### src/sv/mbpq_pkg.sv
// Package for the buffer pool queue manager: item types, status and op codes,
// sizing constants and the microcode table of the control sequencer.
// No dependencies.
`timescale 1ns / 1ps

package mbpq_pkg;

    // sizing defaults and the shared end-of-list code
    localparam int POOL_SIZE_DEF   = 16;
    localparam int QUEUE_COUNT_DEF = 16;
    localparam int LINK_W          = 5;
    localparam logic [LINK_W-1:0] LINK_NONE = 5'd31;

    typedef enum logic [1:0] {
        OP_ALLOC   = 2'd0,
        OP_RELEASE = 2'd1,
        OP_POST    = 2'd2,
        OP_GET     = 2'd3
    } t_op;

    typedef enum logic [2:0] {
        ST_OK           = 3'd0,
        ST_EMPTY        = 3'd1,
        ST_INVALID      = 3'd2,
        ST_ALREADY_FREE = 3'd3,
        ST_NO_ROUTE     = 3'd4,
        ST_BAD_QUEUE    = 3'd5
    } t_status;

    // input and result items
    typedef struct packed {
        logic [1:0] operation;
        logic [4:0] buffer_index;
        logic [7:0] service_code;
        logic [3:0] queue_number;
    } t_in_item;

    typedef struct packed {
        logic [2:0] status;
        logic [3:0] result_index;
    } t_out_item;

    // datapath actions, one per control word
    typedef enum logic [3:0] {
        ACT_NOP,
        ACT_LD_HEAD,     // ptr = head of selected queue, clear walk count
        ACT_POP,         // unlink head of selected queue
        ACT_REL_WALK,    // release: compare and follow one free-list link
        ACT_PUSH_FREE,   // push buffer on free list
        ACT_SEL_ROUTE,   // queue = route nibble of service code
        ACT_POST_START,  // clear buffer link, ptr = queue head
        ACT_TAIL_WALK,   // post: follow one link toward the tail
        ACT_LINK_TAIL,   // tail link = buffer
        ACT_SET_HEAD     // head of empty queue = buffer
    } t_act;

    // jump conditions
    typedef enum logic [3:0] {
        C_NEVER,
        C_BUF_BAD,
        C_PTR_BAD,
        C_QN_BAD,
        C_Q_ZERO,
        C_Q_BAD,
        C_REL_EXIT,
        C_HIT,
        C_POST_EXIT
    } t_cond;

    typedef logic [4:0] t_pc;

    typedef struct packed {
        t_act    act;
        t_cond   cond;
        logic    done;
        t_status status;
        t_pc     jump;
        t_pc     next;
    } t_uword;

    // program addresses
    localparam t_pc PC_GET       = 5'd0;
    localparam t_pc PC_ALLOC     = 5'd1;
    localparam t_pc PC_ALLOC_CHK = 5'd2;
    localparam t_pc PC_POP       = 5'd3;
    localparam t_pc PC_REL       = 5'd4;
    localparam t_pc PC_REL_WALK  = 5'd5;
    localparam t_pc PC_REL_CHK   = 5'd6;
    localparam t_pc PC_REL_PUSH  = 5'd7;
    localparam t_pc PC_POST      = 5'd8;
    localparam t_pc PC_POST_RZ   = 5'd9;
    localparam t_pc PC_POST_RQ   = 5'd10;
    localparam t_pc PC_POST_LD   = 5'd11;
    localparam t_pc PC_POST_CHK  = 5'd12;
    localparam t_pc PC_POST_WALK = 5'd13;
    localparam t_pc PC_POST_LINK = 5'd14;
    localparam t_pc PC_POST_HEAD = 5'd15;
    localparam t_pc PC_E_EMPTY   = 5'd16;
    localparam t_pc PC_E_INVALID = 5'd17;
    localparam t_pc PC_E_ALREADY = 5'd18;
    localparam t_pc PC_E_NOROUTE = 5'd19;
    localparam t_pc PC_E_BADQ    = 5'd20;

    function automatic t_uword uw(t_act a, t_cond c, logic d, t_status s, t_pc j, t_pc n);
        t_uword w;
        w.act    = a;
        w.cond   = c;
        w.done   = d;
        w.status = s;
        w.jump   = j;
        w.next   = n;
        return w;
    endfunction

    // microcode table: jump when the condition holds, else go to next
    function automatic t_uword urom(t_pc pc);
        t_uword w;
        case (pc)
            PC_GET:       w = uw(ACT_NOP, C_QN_BAD, 1'b0, ST_OK, PC_E_BADQ, PC_ALLOC);
            PC_ALLOC:     w = uw(ACT_LD_HEAD, C_NEVER, 1'b0, ST_OK, PC_ALLOC_CHK, PC_ALLOC_CHK);
            PC_ALLOC_CHK: w = uw(ACT_NOP, C_PTR_BAD, 1'b0, ST_OK, PC_E_EMPTY, PC_POP);
            PC_POP:       w = uw(ACT_POP, C_NEVER, 1'b1, ST_OK, PC_GET, PC_GET);
            PC_REL:       w = uw(ACT_LD_HEAD, C_BUF_BAD, 1'b0, ST_OK, PC_E_INVALID,
                                 PC_REL_WALK);
            PC_REL_WALK:  w = uw(ACT_REL_WALK, C_REL_EXIT, 1'b0, ST_OK, PC_REL_CHK,
                                 PC_REL_WALK);
            PC_REL_CHK:   w = uw(ACT_NOP, C_HIT, 1'b0, ST_OK, PC_E_ALREADY, PC_REL_PUSH);
            PC_REL_PUSH:  w = uw(ACT_PUSH_FREE, C_NEVER, 1'b1, ST_OK, PC_GET, PC_GET);
            PC_POST:      w = uw(ACT_SEL_ROUTE, C_BUF_BAD, 1'b0, ST_OK, PC_E_INVALID,
                                 PC_POST_RZ);
            PC_POST_RZ:   w = uw(ACT_NOP, C_Q_ZERO, 1'b0, ST_OK, PC_E_NOROUTE, PC_POST_RQ);
            PC_POST_RQ:   w = uw(ACT_NOP, C_Q_BAD, 1'b0, ST_OK, PC_E_BADQ, PC_POST_LD);
            PC_POST_LD:   w = uw(ACT_POST_START, C_NEVER, 1'b0, ST_OK, PC_POST_CHK,
                                 PC_POST_CHK);
            PC_POST_CHK:  w = uw(ACT_NOP, C_PTR_BAD, 1'b0, ST_OK, PC_POST_HEAD,
                                 PC_POST_WALK);
            PC_POST_WALK: w = uw(ACT_TAIL_WALK, C_POST_EXIT, 1'b0, ST_OK, PC_POST_LINK,
                                 PC_POST_WALK);
            PC_POST_LINK: w = uw(ACT_LINK_TAIL, C_NEVER, 1'b1, ST_OK, PC_GET, PC_GET);
            PC_POST_HEAD: w = uw(ACT_SET_HEAD, C_NEVER, 1'b1, ST_OK, PC_GET, PC_GET);
            PC_E_EMPTY:   w = uw(ACT_NOP, C_NEVER, 1'b1, ST_EMPTY, PC_GET, PC_GET);
            PC_E_INVALID: w = uw(ACT_NOP, C_NEVER, 1'b1, ST_INVALID, PC_GET, PC_GET);
            PC_E_ALREADY: w = uw(ACT_NOP, C_NEVER, 1'b1, ST_ALREADY_FREE, PC_GET, PC_GET);
            PC_E_NOROUTE: w = uw(ACT_NOP, C_NEVER, 1'b1, ST_NO_ROUTE, PC_GET, PC_GET);
            PC_E_BADQ:    w = uw(ACT_NOP, C_NEVER, 1'b1, ST_BAD_QUEUE, PC_GET, PC_GET);
            default:      w = uw(ACT_NOP, C_NEVER, 1'b1, ST_OK, PC_GET, PC_GET);
        endcase
        return w;
    endfunction

    // program entry for each operation
    function automatic t_pc entry_pc(logic [1:0] op);
        t_pc pc;
        case (op)
            OP_ALLOC:   pc = PC_ALLOC;
            OP_RELEASE: pc = PC_REL;
            OP_POST:    pc = PC_POST;
            default:    pc = PC_GET;
        endcase
        return pc;
    endfunction

endpackage

### src/sv/message_buffer_pool_queues.sv
// Buffer pool manager: linked-list queues over a pool of buffer indices,
// run by a microcoded sequencer. Depends on mbpq_pkg.
//
// The list walks read one link per cycle from the link table. One item at a
// time: busy is high until the strobe, and the next start can be taken while
// the strobe is high. The strobe is high for a single cycle; the result
// payload is held until the next item finishes. Synchronous reset restores
// the full free list, empty task queues and a zero route table.
`timescale 1ns / 1ps

module message_buffer_pool_queues #(
    parameter int POOL_SIZE   = mbpq_pkg::POOL_SIZE_DEF,
    parameter int QUEUE_COUNT = mbpq_pkg::QUEUE_COUNT_DEF
) (
    input  logic                i_clk,
    input  logic                i_rst_n,
    input  logic                start,
    output logic                busy,
    input  mbpq_pkg::t_in_item  i_item,
    output logic                o_done,
    output mbpq_pkg::t_out_item o_result,
    input  logic                i_cfg_we,
    input  logic [63:0]         i_cfg_data
);
    import mbpq_pkg::*;

    localparam int IW = (POOL_SIZE > 1) ? $clog2(POOL_SIZE) : 1;
    localparam int QW = (QUEUE_COUNT > 1) ? $clog2(QUEUE_COUNT) : 1;
    localparam int CW = $clog2(POOL_SIZE + 1);

    // list tables
    logic [LINK_W-1:0] r_heads [QUEUE_COUNT];
    logic [LINK_W-1:0] r_links [POOL_SIZE];

    // sequencer and datapath registers
    logic              r_busy;
    t_pc               r_pc;
    t_pc               n_pc;
    logic [63:0]       r_route;
    logic [4:0]        r_buf;
    logic [7:0]        r_svc;
    logic [3:0]        r_q;
    logic [LINK_W-1:0] r_ptr;
    logic [CW-1:0]     r_cnt;
    logic              r_hit;
    logic              r_done;
    t_out_item         r_result;

    t_uword            cw;
    logic              accept;
    logic              ptr_ok, buf_ok, next_ok, ptr_eq, rel_exit, post_exit, cond_true;
    logic [LINK_W-1:0] head_rd, link_rd;
    logic [3:0]        route_q;

    assign accept = start && !r_busy;
    assign cw     = urom(r_pc);

    // table reads, one address each
    assign head_rd = r_heads[r_q[QW-1:0]];
    assign ptr_ok  = r_ptr < LINK_W'(POOL_SIZE);
    assign link_rd = ptr_ok ? r_links[r_ptr[IW-1:0]] : LINK_NONE;
    assign next_ok = link_rd < LINK_W'(POOL_SIZE);
    assign buf_ok  = r_buf < LINK_W'(POOL_SIZE);
    assign ptr_eq  = r_ptr == r_buf;
    assign route_q = r_route[{r_svc[7:4], 2'b00} +: 4];

    assign rel_exit  = !ptr_ok || ptr_eq || (r_cnt == CW'(POOL_SIZE - 1));
    assign post_exit = !next_ok || (r_cnt == CW'(POOL_SIZE));

    // jump condition select
    always_comb begin
        case (cw.cond)
            C_BUF_BAD:   cond_true = !buf_ok;
            C_PTR_BAD:   cond_true = !ptr_ok;
            C_QN_BAD:    cond_true = (r_q == 4'd0) || ({1'b0, r_q} >= 5'(QUEUE_COUNT));
            C_Q_ZERO:    cond_true = r_q == 4'd0;
            C_Q_BAD:     cond_true = {1'b0, r_q} >= 5'(QUEUE_COUNT);
            C_REL_EXIT:  cond_true = rel_exit;
            C_HIT:       cond_true = r_hit;
            C_POST_EXIT: cond_true = post_exit;
            default:     cond_true = 1'b0;
        endcase
    end

    // next step
    always_comb begin
        n_pc = cond_true ? cw.jump : cw.next;
    end

    // route register
    always_ff @(posedge i_clk) begin
        if (!i_rst_n) begin
            r_route <= '0;
        end else if (i_cfg_we) begin
            r_route <= i_cfg_data;
        end
    end

    // sequencer control and result strobe
    always_ff @(posedge i_clk) begin
        if (!i_rst_n) begin
            r_busy <= 1'b0;
            r_pc   <= PC_GET;
            r_done <= 1'b0;
        end else begin
            r_done <= 1'b0;
            if (accept) begin
                r_busy <= 1'b1;
                r_pc   <= entry_pc(i_item.operation);
            end else if (r_busy) begin
                if (cw.done) begin
                    r_busy <= 1'b0;
                    r_done <= 1'b1;
                end else begin
                    r_pc <= n_pc;
                end
            end
        end
    end

    // result payload
    always_ff @(posedge i_clk) begin
        if (r_busy && cw.done) begin
            r_result.status       <= cw.status;
            r_result.result_index <= (cw.act == ACT_POP) ? r_ptr[3:0] : 4'd0;
        end
    end

    // operand latches and walk registers
    always_ff @(posedge i_clk) begin
        if (accept) begin
            r_buf <= i_item.buffer_index;
            r_svc <= i_item.service_code;
            r_q   <= (i_item.operation == OP_GET) ? i_item.queue_number : 4'd0;
            r_hit <= 1'b0;
        end else if (r_busy) begin
            case (cw.act)
                ACT_LD_HEAD: begin
                    r_ptr <= head_rd;
                    r_cnt <= '0;
                end
                ACT_REL_WALK: begin
                    r_hit <= ptr_ok && ptr_eq;
                    r_ptr <= link_rd;
                    r_cnt <= r_cnt + CW'(1);
                end
                ACT_SEL_ROUTE: begin
                    r_q <= route_q;
                end
                ACT_POST_START: begin
                    r_ptr <= head_rd;
                    r_cnt <= CW'(1);
                end
                ACT_TAIL_WALK: begin
                    if (!post_exit) begin
                        r_ptr <= link_rd;
                        r_cnt <= r_cnt + CW'(1);
                    end
                end
                default: begin
                end
            endcase
        end
    end

    // list table updates
    always_ff @(posedge i_clk) begin
        if (!i_rst_n) begin
            for (int i = 0; i < QUEUE_COUNT; i++) begin
                r_heads[i] <= (i == 0) ? LINK_W'(0) : LINK_NONE;
            end
            for (int i = 0; i < POOL_SIZE; i++) begin
                r_links[i] <= (i == POOL_SIZE - 1) ? LINK_NONE : LINK_W'(i + 1);
            end
        end else if (r_busy && !accept) begin
            case (cw.act)
                ACT_POP: begin
                    r_heads[r_q[QW-1:0]]  <= link_rd;
                    r_links[r_ptr[IW-1:0]] <= LINK_NONE;
                end
                ACT_PUSH_FREE: begin
                    r_links[r_buf[IW-1:0]] <= head_rd;
                    r_heads[r_q[QW-1:0]]   <= r_buf;
                end
                ACT_POST_START: begin
                    r_links[r_buf[IW-1:0]] <= LINK_NONE;
                end
                ACT_LINK_TAIL: begin
                    r_links[r_ptr[IW-1:0]] <= r_buf;
                end
                ACT_SET_HEAD: begin
                    r_heads[r_q[QW-1:0]] <= r_buf;
                end
                default: begin
                end
            endcase
        end
    end

    assign busy     = r_busy;
    assign o_done   = r_done;
    assign o_result = r_result;

endmodule
### config.mk
export PLATFORM = sky130hd
export DESIGN_NAME = message_buffer_pool_queues
export DESIGN_NICKNAME = d
export VERILOG_FILES = /design/src/sv/mbpq_pkg.sv /design/src/sv/message_buffer_pool_queues.sv
export SDC_FILE = /design/constraint.sdc
export NUM_CORES = 1
export LEC_CHECK = 0
export ABC_AREA = 1
export BUFFER_PORTS_ARGS = -buffer_cell sky130_fd_sc_hd__buf_2
export CAP_MARGIN = 20
export CORE_MARGIN = 4
export CORE_UTILIZATION = 30
export DETAILED_ROUTE_END_ITERATION = 6
export GPL_ROUTABILITY_DRIVEN = 0
export PLACE_DENSITY_LB_ADDON = 0.3
export SYNTH_ARGS = -nofsm -noshare
export SYNTH_HDL_FRONTEND = slang
export SYNTH_SLANG_ARGS = --single-unit
### constraint.sdc
create_clock -name i_clk -period 6.9 [get_ports i_clk]
set_clock_uncertainty 0.05 [all_clocks]
set_input_delay 0 -clock i_clk [delete_from_list [all_inputs] [get_ports i_clk]]
set_output_delay 0 -clock i_clk [all_outputs]
set_load 0.02 [all_outputs]
==> run_summary.xml <==
<?xml version="1.0" encoding="UTF-8"?>
<metrics>
  <group name="setup_path">
    <metric name="worst_path_max_delay_cell" unit="">sky130_fd_sc_hd__dfxtp_1</metric>
    <metric name="cp.arrival" unit="ns">4.10</metric>
    <metric name="path_cells" unit="">inv_1 -&gt; nand3_1 -&gt; nand3_1 -&gt; nand3_2 -&gt; nand4_4 -&gt; nand2_2 -&gt; nand2_4 -&gt; nand2_1 -&gt; nand2_1 -&gt; nor2_1 -&gt; nor2_2 -&gt; nor2_1 -&gt; inv_1 -&gt; ha_1 -&gt; inv_1 -&gt; nand3_1 -&gt; nand3_1 -&gt; a21oi_1</metric>
    <metric name="worst_r2r_path_depth" unit="">18</metric>
    <metric name="critPathLaunchType" unit="">flop</metric>
    <metric name="cp-end-kind" unit="">flop</metric>
    <metric name="rrSetupSlack" unit="ns">3.11</metric>
    <metric name="most_common_cell_on_crit_path" unit="">sky130_fd_sc_hd__nand3_1</metric>
    <metric name="rr_endpoint" unit="">cw[20]$_SDFF_PP0_</metric>
    <metric name="worst_path_largest_cell_delay" unit="ns">0.71</metric>
    <metric name="cp_max_fanout" unit="">21</metric>
    <metric name="path_class" unit="">reg -&gt; reg</metric>
    <metric name="cp_data_required_time" unit="ns">7.21</metric>
  </group>
  <group name="min_path">
    <metric name="min_path_type" unit="">in -&gt; reg</metric>
    <metric name="hold_crit_endpoint" unit="">r_pc[0]$_SDFFE_PN0P_</metric>
    <metric name="hold_startpoint" unit="">i_item[18]</metric>
    <metric name="min_path_cells" unit="">6</metric>
  </group>
  <group name="floorplanning">
    <metric name="die_w" unit="um">220</metric>
    <metric name="design.die.area" unit="um^2">48300</metric>
    <metric name="die_height" unit="um">220</metric>
    <metric name="rows" unit="">77</metric>
    <metric name="floorplan.initialDensity" unit="%">30.4</metric>
    <metric name="core" unit="um^2">44300</metric>
    <metric name="io-pin-count" unit="">96</metric>
  </group>
  <group name="synth">
    <metric name="synth_top_family_by_area" unit="">simple AND/OR/NAND/NOR gates</metric>
    <metric name="synth-seq-area-share" unit="%">57.4</metric>
    <metric name="yosys_most_used_dff" unit="">sky130_fd_sc_hd__edfxtp_1</metric>
    <metric name="post_synth_inst_count" unit="">1497</metric>
    <metric name="post_synth_and_or_nand_nor_area_fraction" unit="%">20.2</metric>
    <metric name="ys_top_cells_by_area" unit="">sky130_fd_sc_hd__edfxtp_1, sky130_fd_sc_hd__dfxtp_1, sky130_fd_sc_hd__nor2_1</metric>
    <metric name="ys.warnings.count" unit="">0</metric>
    <metric name="ys_ff_latch" unit="">291</metric>
    <metric name="share_of_the_synthesized_area_in_the_top_cell_type" unit="%">42.4</metric>
    <metric name="synth_area_per_cell" unit="um^2">8.99</metric>
    <metric name="synth_xor_xnor_area_share" unit="%">0.260</metric>
    <metric name="multiplexer_fraction_of_the_synthesized_cell_area" unit="%">1.71</metric>
    <metric name="share_of_the_synthesized_area_in_compound_gates_ao_oa_aoi_oai" unit="%">13.4</metric>
    <metric name="synth_largest_area_cell" unit="">sky130_fd_sc_hd__edfxtp_1</metric>
    <metric name="synth.distinct_cells" unit="">46</metric>
    <metric name="synth-edff-count" unit="">190</metric>
    <metric name="synth_fa_ha_area_share" unit="%">1.02</metric>
    <metric name="async_reset_ff_share" unit="%">0</metric>
    <metric name="synthesis.area" unit="um^2">13500</metric>
    <metric name="syn_nets" unit="">1595</metric>
  </group>
  <group name="final_layout">
    <metric name="mostFrequentLayoutCell" unit="">sky130_fd_sc_hd__nor2_1</metric>
    <metric name="diodes" unit="">0</metric>
    <metric name="final_cell_count_no_fill" unit="">2258</metric>
    <metric name="final_nets" unit="">1738</metric>
    <metric name="area_overhead_vs_synth" unit="%">21.8</metric>
    <metric name="layout.cells.most_common_list" unit="">sky130_fd_sc_hd__nor2_1, sky130_fd_sc_hd__nand2_1, sky130_fd_sc_hd__edfxtp_1, sky130_fd_sc_hd__o21ai_0, sky130_fd_sc_hd__inv_1</metric>
    <metric name="layout-drive-gt1-share" unit="%">13.2</metric>
  </group>
  <group name="grt">
    <metric name="grt_pass1_wl" unit="mm">57.0</metric>
    <metric name="groute.usage.overall" unit="%">14.8</metric>
    <metric name="globalRoute.totalOverflow" unit="">0</metric>
    <metric name="grt_max_degree" unit="">88</metric>
    <metric name="first_global_vias" unit="">10883</metric>
    <metric name="initial_antenna_violation_count" unit="">0</metric>
  </group>
  <group name="sta">
    <metric name="unrepaired_setup_endpoints_after_global_routing" unit="">false</metric>
    <metric name="report.final.slew_viol_count" unit="">0</metric>
    <metric name="timing.slew.headroom" unit="%">29.6</metric>
    <metric name="maximum_clock_rate" unit="MHz">264</metric>
    <metric name="report.final.hold_viol_count" unit="">0</metric>
    <metric name="finalHoldWorstSlack" unit="ns">0.0429</metric>
    <metric name="worst_pin_slew" unit="ns">1.06</metric>
    <metric name="timing.final.crit_period" unit="ns">3.79</metric>
    <metric name="report.final.setup_viol" unit="">0</metric>
    <metric name="final.setup.tns" unit="ns">0</metric>
    <metric name="min_period_over_period" unit="%">54.9</metric>
  </group>
  <group name="run_status">
    <metric name="outcome" unit="">complete, no violations</metric>
  </group>
  <group name="clock_network">
    <metric name="clock_insertion_delay_worst_skew" unit="ns">0.54</metric>
    <metric name="cts_made_buffers" unit="">34</metric>
    <metric name="clk_sink_count" unit="">291</metric>
    <metric name="cts.repair_timing.setup_buffer_count" unit="">0</metric>
    <metric name="htree_levels" unit="">2</metric>
    <metric name="cts.path.max_buffers" unit="">3</metric>
    <metric name="worst_setup_hold_path_clk_slew" unit="ns">0.06</metric>
    <metric name="cts-root-buf" unit="">sky130_fd_sc_hd__clkbuf_16</metric>
    <metric name="clock_tree_from_tritoncts" unit="">yes</metric>
  </group>
  <group name="placement">
    <metric name="dp.cells" unit="">2115</metric>
    <metric name="dpl.hpwl" unit="mm">23.6</metric>
    <metric name="port_buffers" unit="">91</metric>
  </group>
  <group name="routing">
    <metric name="drtPass1Iterations" unit="">5</metric>
    <metric name="vias_per_cell" unit="">4.82</metric>
    <metric name="dr.first_iter.drc_count" unit="">848</metric>
    <metric name="wl_per_cell" unit="um">16.0</metric>
    <metric name="route.final.wire_length" unit="mm">36.2</metric>
    <metric name="drcViolationCount" unit="">0</metric>
    <metric name="antenna_violating_nets_post_route" unit="">0</metric>
    <metric name="num_vias" unit="">10886</metric>
  </group>
  <group name="pwr">
    <metric name="p_leak" unit="nW">6.21</metric>
    <metric name="power_density" unit="nW/um^2">280</metric>
    <metric name="maximum_vdd_drop" unit="mV">0.196</metric>
    <metric name="power" unit="mW">4.60</metric>
  </group>
  <group name="job">
    <metric name="max_cap_violations" unit="">0</metric>
  </group>
</metrics>
area by class of cell:
cell class / count / area, um^2
clock inverters: 14 / 165
fillers: 4503 / 27900
flip-flops and latches: 291 / 7730
multi-input cells: 1002 / 4940
repair buffers: 180 / 1340
inverters: 131 / 494
clock buffers: 48 / 996
well taps: 592 / 741
routing by layer:
layer	up-vias	share of wire, %	wire (um)	track usage [%]
met3	73	5.5	1990	2.68
met5	-	0	0	0
met1	5139	43	15700	18.9
li1	5338	-	-	-
met4	0	3.0	1100	5.63
met2	336	48	17400	25.2
synthesized netlist by cell type (2+ instances only):
| library cell | number |
|---|---|
| sky130_fd_sc_hd__nor2_1 | 310 |
| sky130_fd_sc_hd__nand2_1 | 250 |
| sky130_fd_sc_hd__edfxtp_1 | 190 |
| sky130_fd_sc_hd__o21ai_0 | 173 |
| sky130_fd_sc_hd__inv_1 | 106 |
| sky130_fd_sc_hd__dfxtp_1 | 101 |
| sky130_fd_sc_hd__nand3_1 | 57 |
| sky130_fd_sc_hd__clkbuf_1 | 54 |
| sky130_fd_sc_hd__a21oi_1 | 43 |
| sky130_fd_sc_hd__o211ai_1 | 30 |
| sky130_fd_sc_hd__inv_2 | 23 |
| sky130_fd_sc_hd__mux2i_1 | 23 |
| sky130_fd_sc_hd__o221ai_1 | 22 |
| sky130_fd_sc_hd__buf_2 | 13 |
| sky130_fd_sc_hd__ha_1 | 11 |
| sky130_fd_sc_hd__nor2_2 | 10 |
| sky130_fd_sc_hd__o22ai_1 | 10 |
| sky130_fd_sc_hd__nand2_2 | 8 |
| sky130_fd_sc_hd__nor3_1 | 7 |
| sky130_fd_sc_hd__o21ai_1 | 6 |
| sky130_fd_sc_hd__a31oi_1 | 5 |
| sky130_fd_sc_hd__nand2_4 | 5 |
| sky130_fd_sc_hd__a211oi_4 | 4 |
| sky130_fd_sc_hd__nand4_1 | 4 |
| sky130_fd_sc_hd__buf_4 | 3 |
| sky130_fd_sc_hd__xor2_1 | 3 |
| sky130_fd_sc_hd__buf_6 | 2 |
| sky130_fd_sc_hd__nand3_2 | 2 |
| sky130_fd_sc_hd__o21ai_2 | 2 |
| sky130_fd_sc_hd__o21bai_1 | 2 |
| sky130_fd_sc_hd__o31ai_1 | 2 |
| sky130_fd_sc_hd__or2_1 | 2 |
per-stage QoR:
step | worst slack, ns | area, um^2 | util, %
global route | 2.88 | 16400 | 37.0
detailed placement | 3.24 | 14400 | 32.5
finish | 3.11 | 16400 | 37.0
CTS | 3.22 | 16400 | 37.0
floorplan | 4.23 | 13500 | -
global placement | 3.22 | 14400 | 32.5
kinds of logic (layout without fill, tap and decap cells):
family	Yosys count	in the layout
AO/OA/AOI/OAI	304	304
XOR/XNOR	4	4
adder cells (fa/ha/maj)	11	11
buffers and inverters	204	373
flip-flops	291	291
multiplexers	23	23
AND/OR/NAND/NOR	660	660
worst max-delay path by stage:
stage                       startpoint                end  slack, ns  cells after the start
global placement                  flop  cw[20]$_SDFF_PP0_       3.22                     18
finish                            flop  cw[20]$_SDFF_PP0_       3.11                     18
floorplan           r_cnt[0]$_DFFE_PP_  cw[20]$_SDFF_PP0_       4.23                     19
CTS                               flop  cw[20]$_SDFF_PP0_       3.22                     18
detailed placement                flop  cw[20]$_SDFF_PP0_       3.24                     18
global route                      flop  cw[20]$_SDFF_PP0_       2.88                     18
sequential cells by signal (all words and copies together) (netlist names), named ones only:
signal    cells
o_result      7
r_route      64
r_cnt         5
r_svc         4
cw           21
o_done        1
r_pc          5
r_links      80
busy          1
r_heads      80
r_ptr         5
r_hit         1
r_buf         5
r_q           4
power by group:
| part | switching [mW] | total [mW] | internal, mW |
|---|---|---|---|
| clock network | 0.716 | 1.84 | 1.12 |
| registers | 0.0783 | 2.03 | 1.95 |
| logic | 0.494 | 0.729 | 0.235 |
| total | 1.29 | 4.60 | 3.31 |
what timing repair did:
action / 4_1_cts / 5_1_grt
hold buffers: 80 / 0
gates resized for setup: 0 / 0
hold endpoints to repair: 82 / 0
worst max-delay path, delay by kind of cell (launching register included):
kind / cells / cell delay [ns]
AOI/OAI and AO/OA: 1 / 0.08
buffers and inverters: 3 / 0.74
and+or+nand+nor: 13 / 1.80
adders and majority gates: 1 / 0.25
DFF: 1 / 0.71
Power figures use the tool's default switching activity.
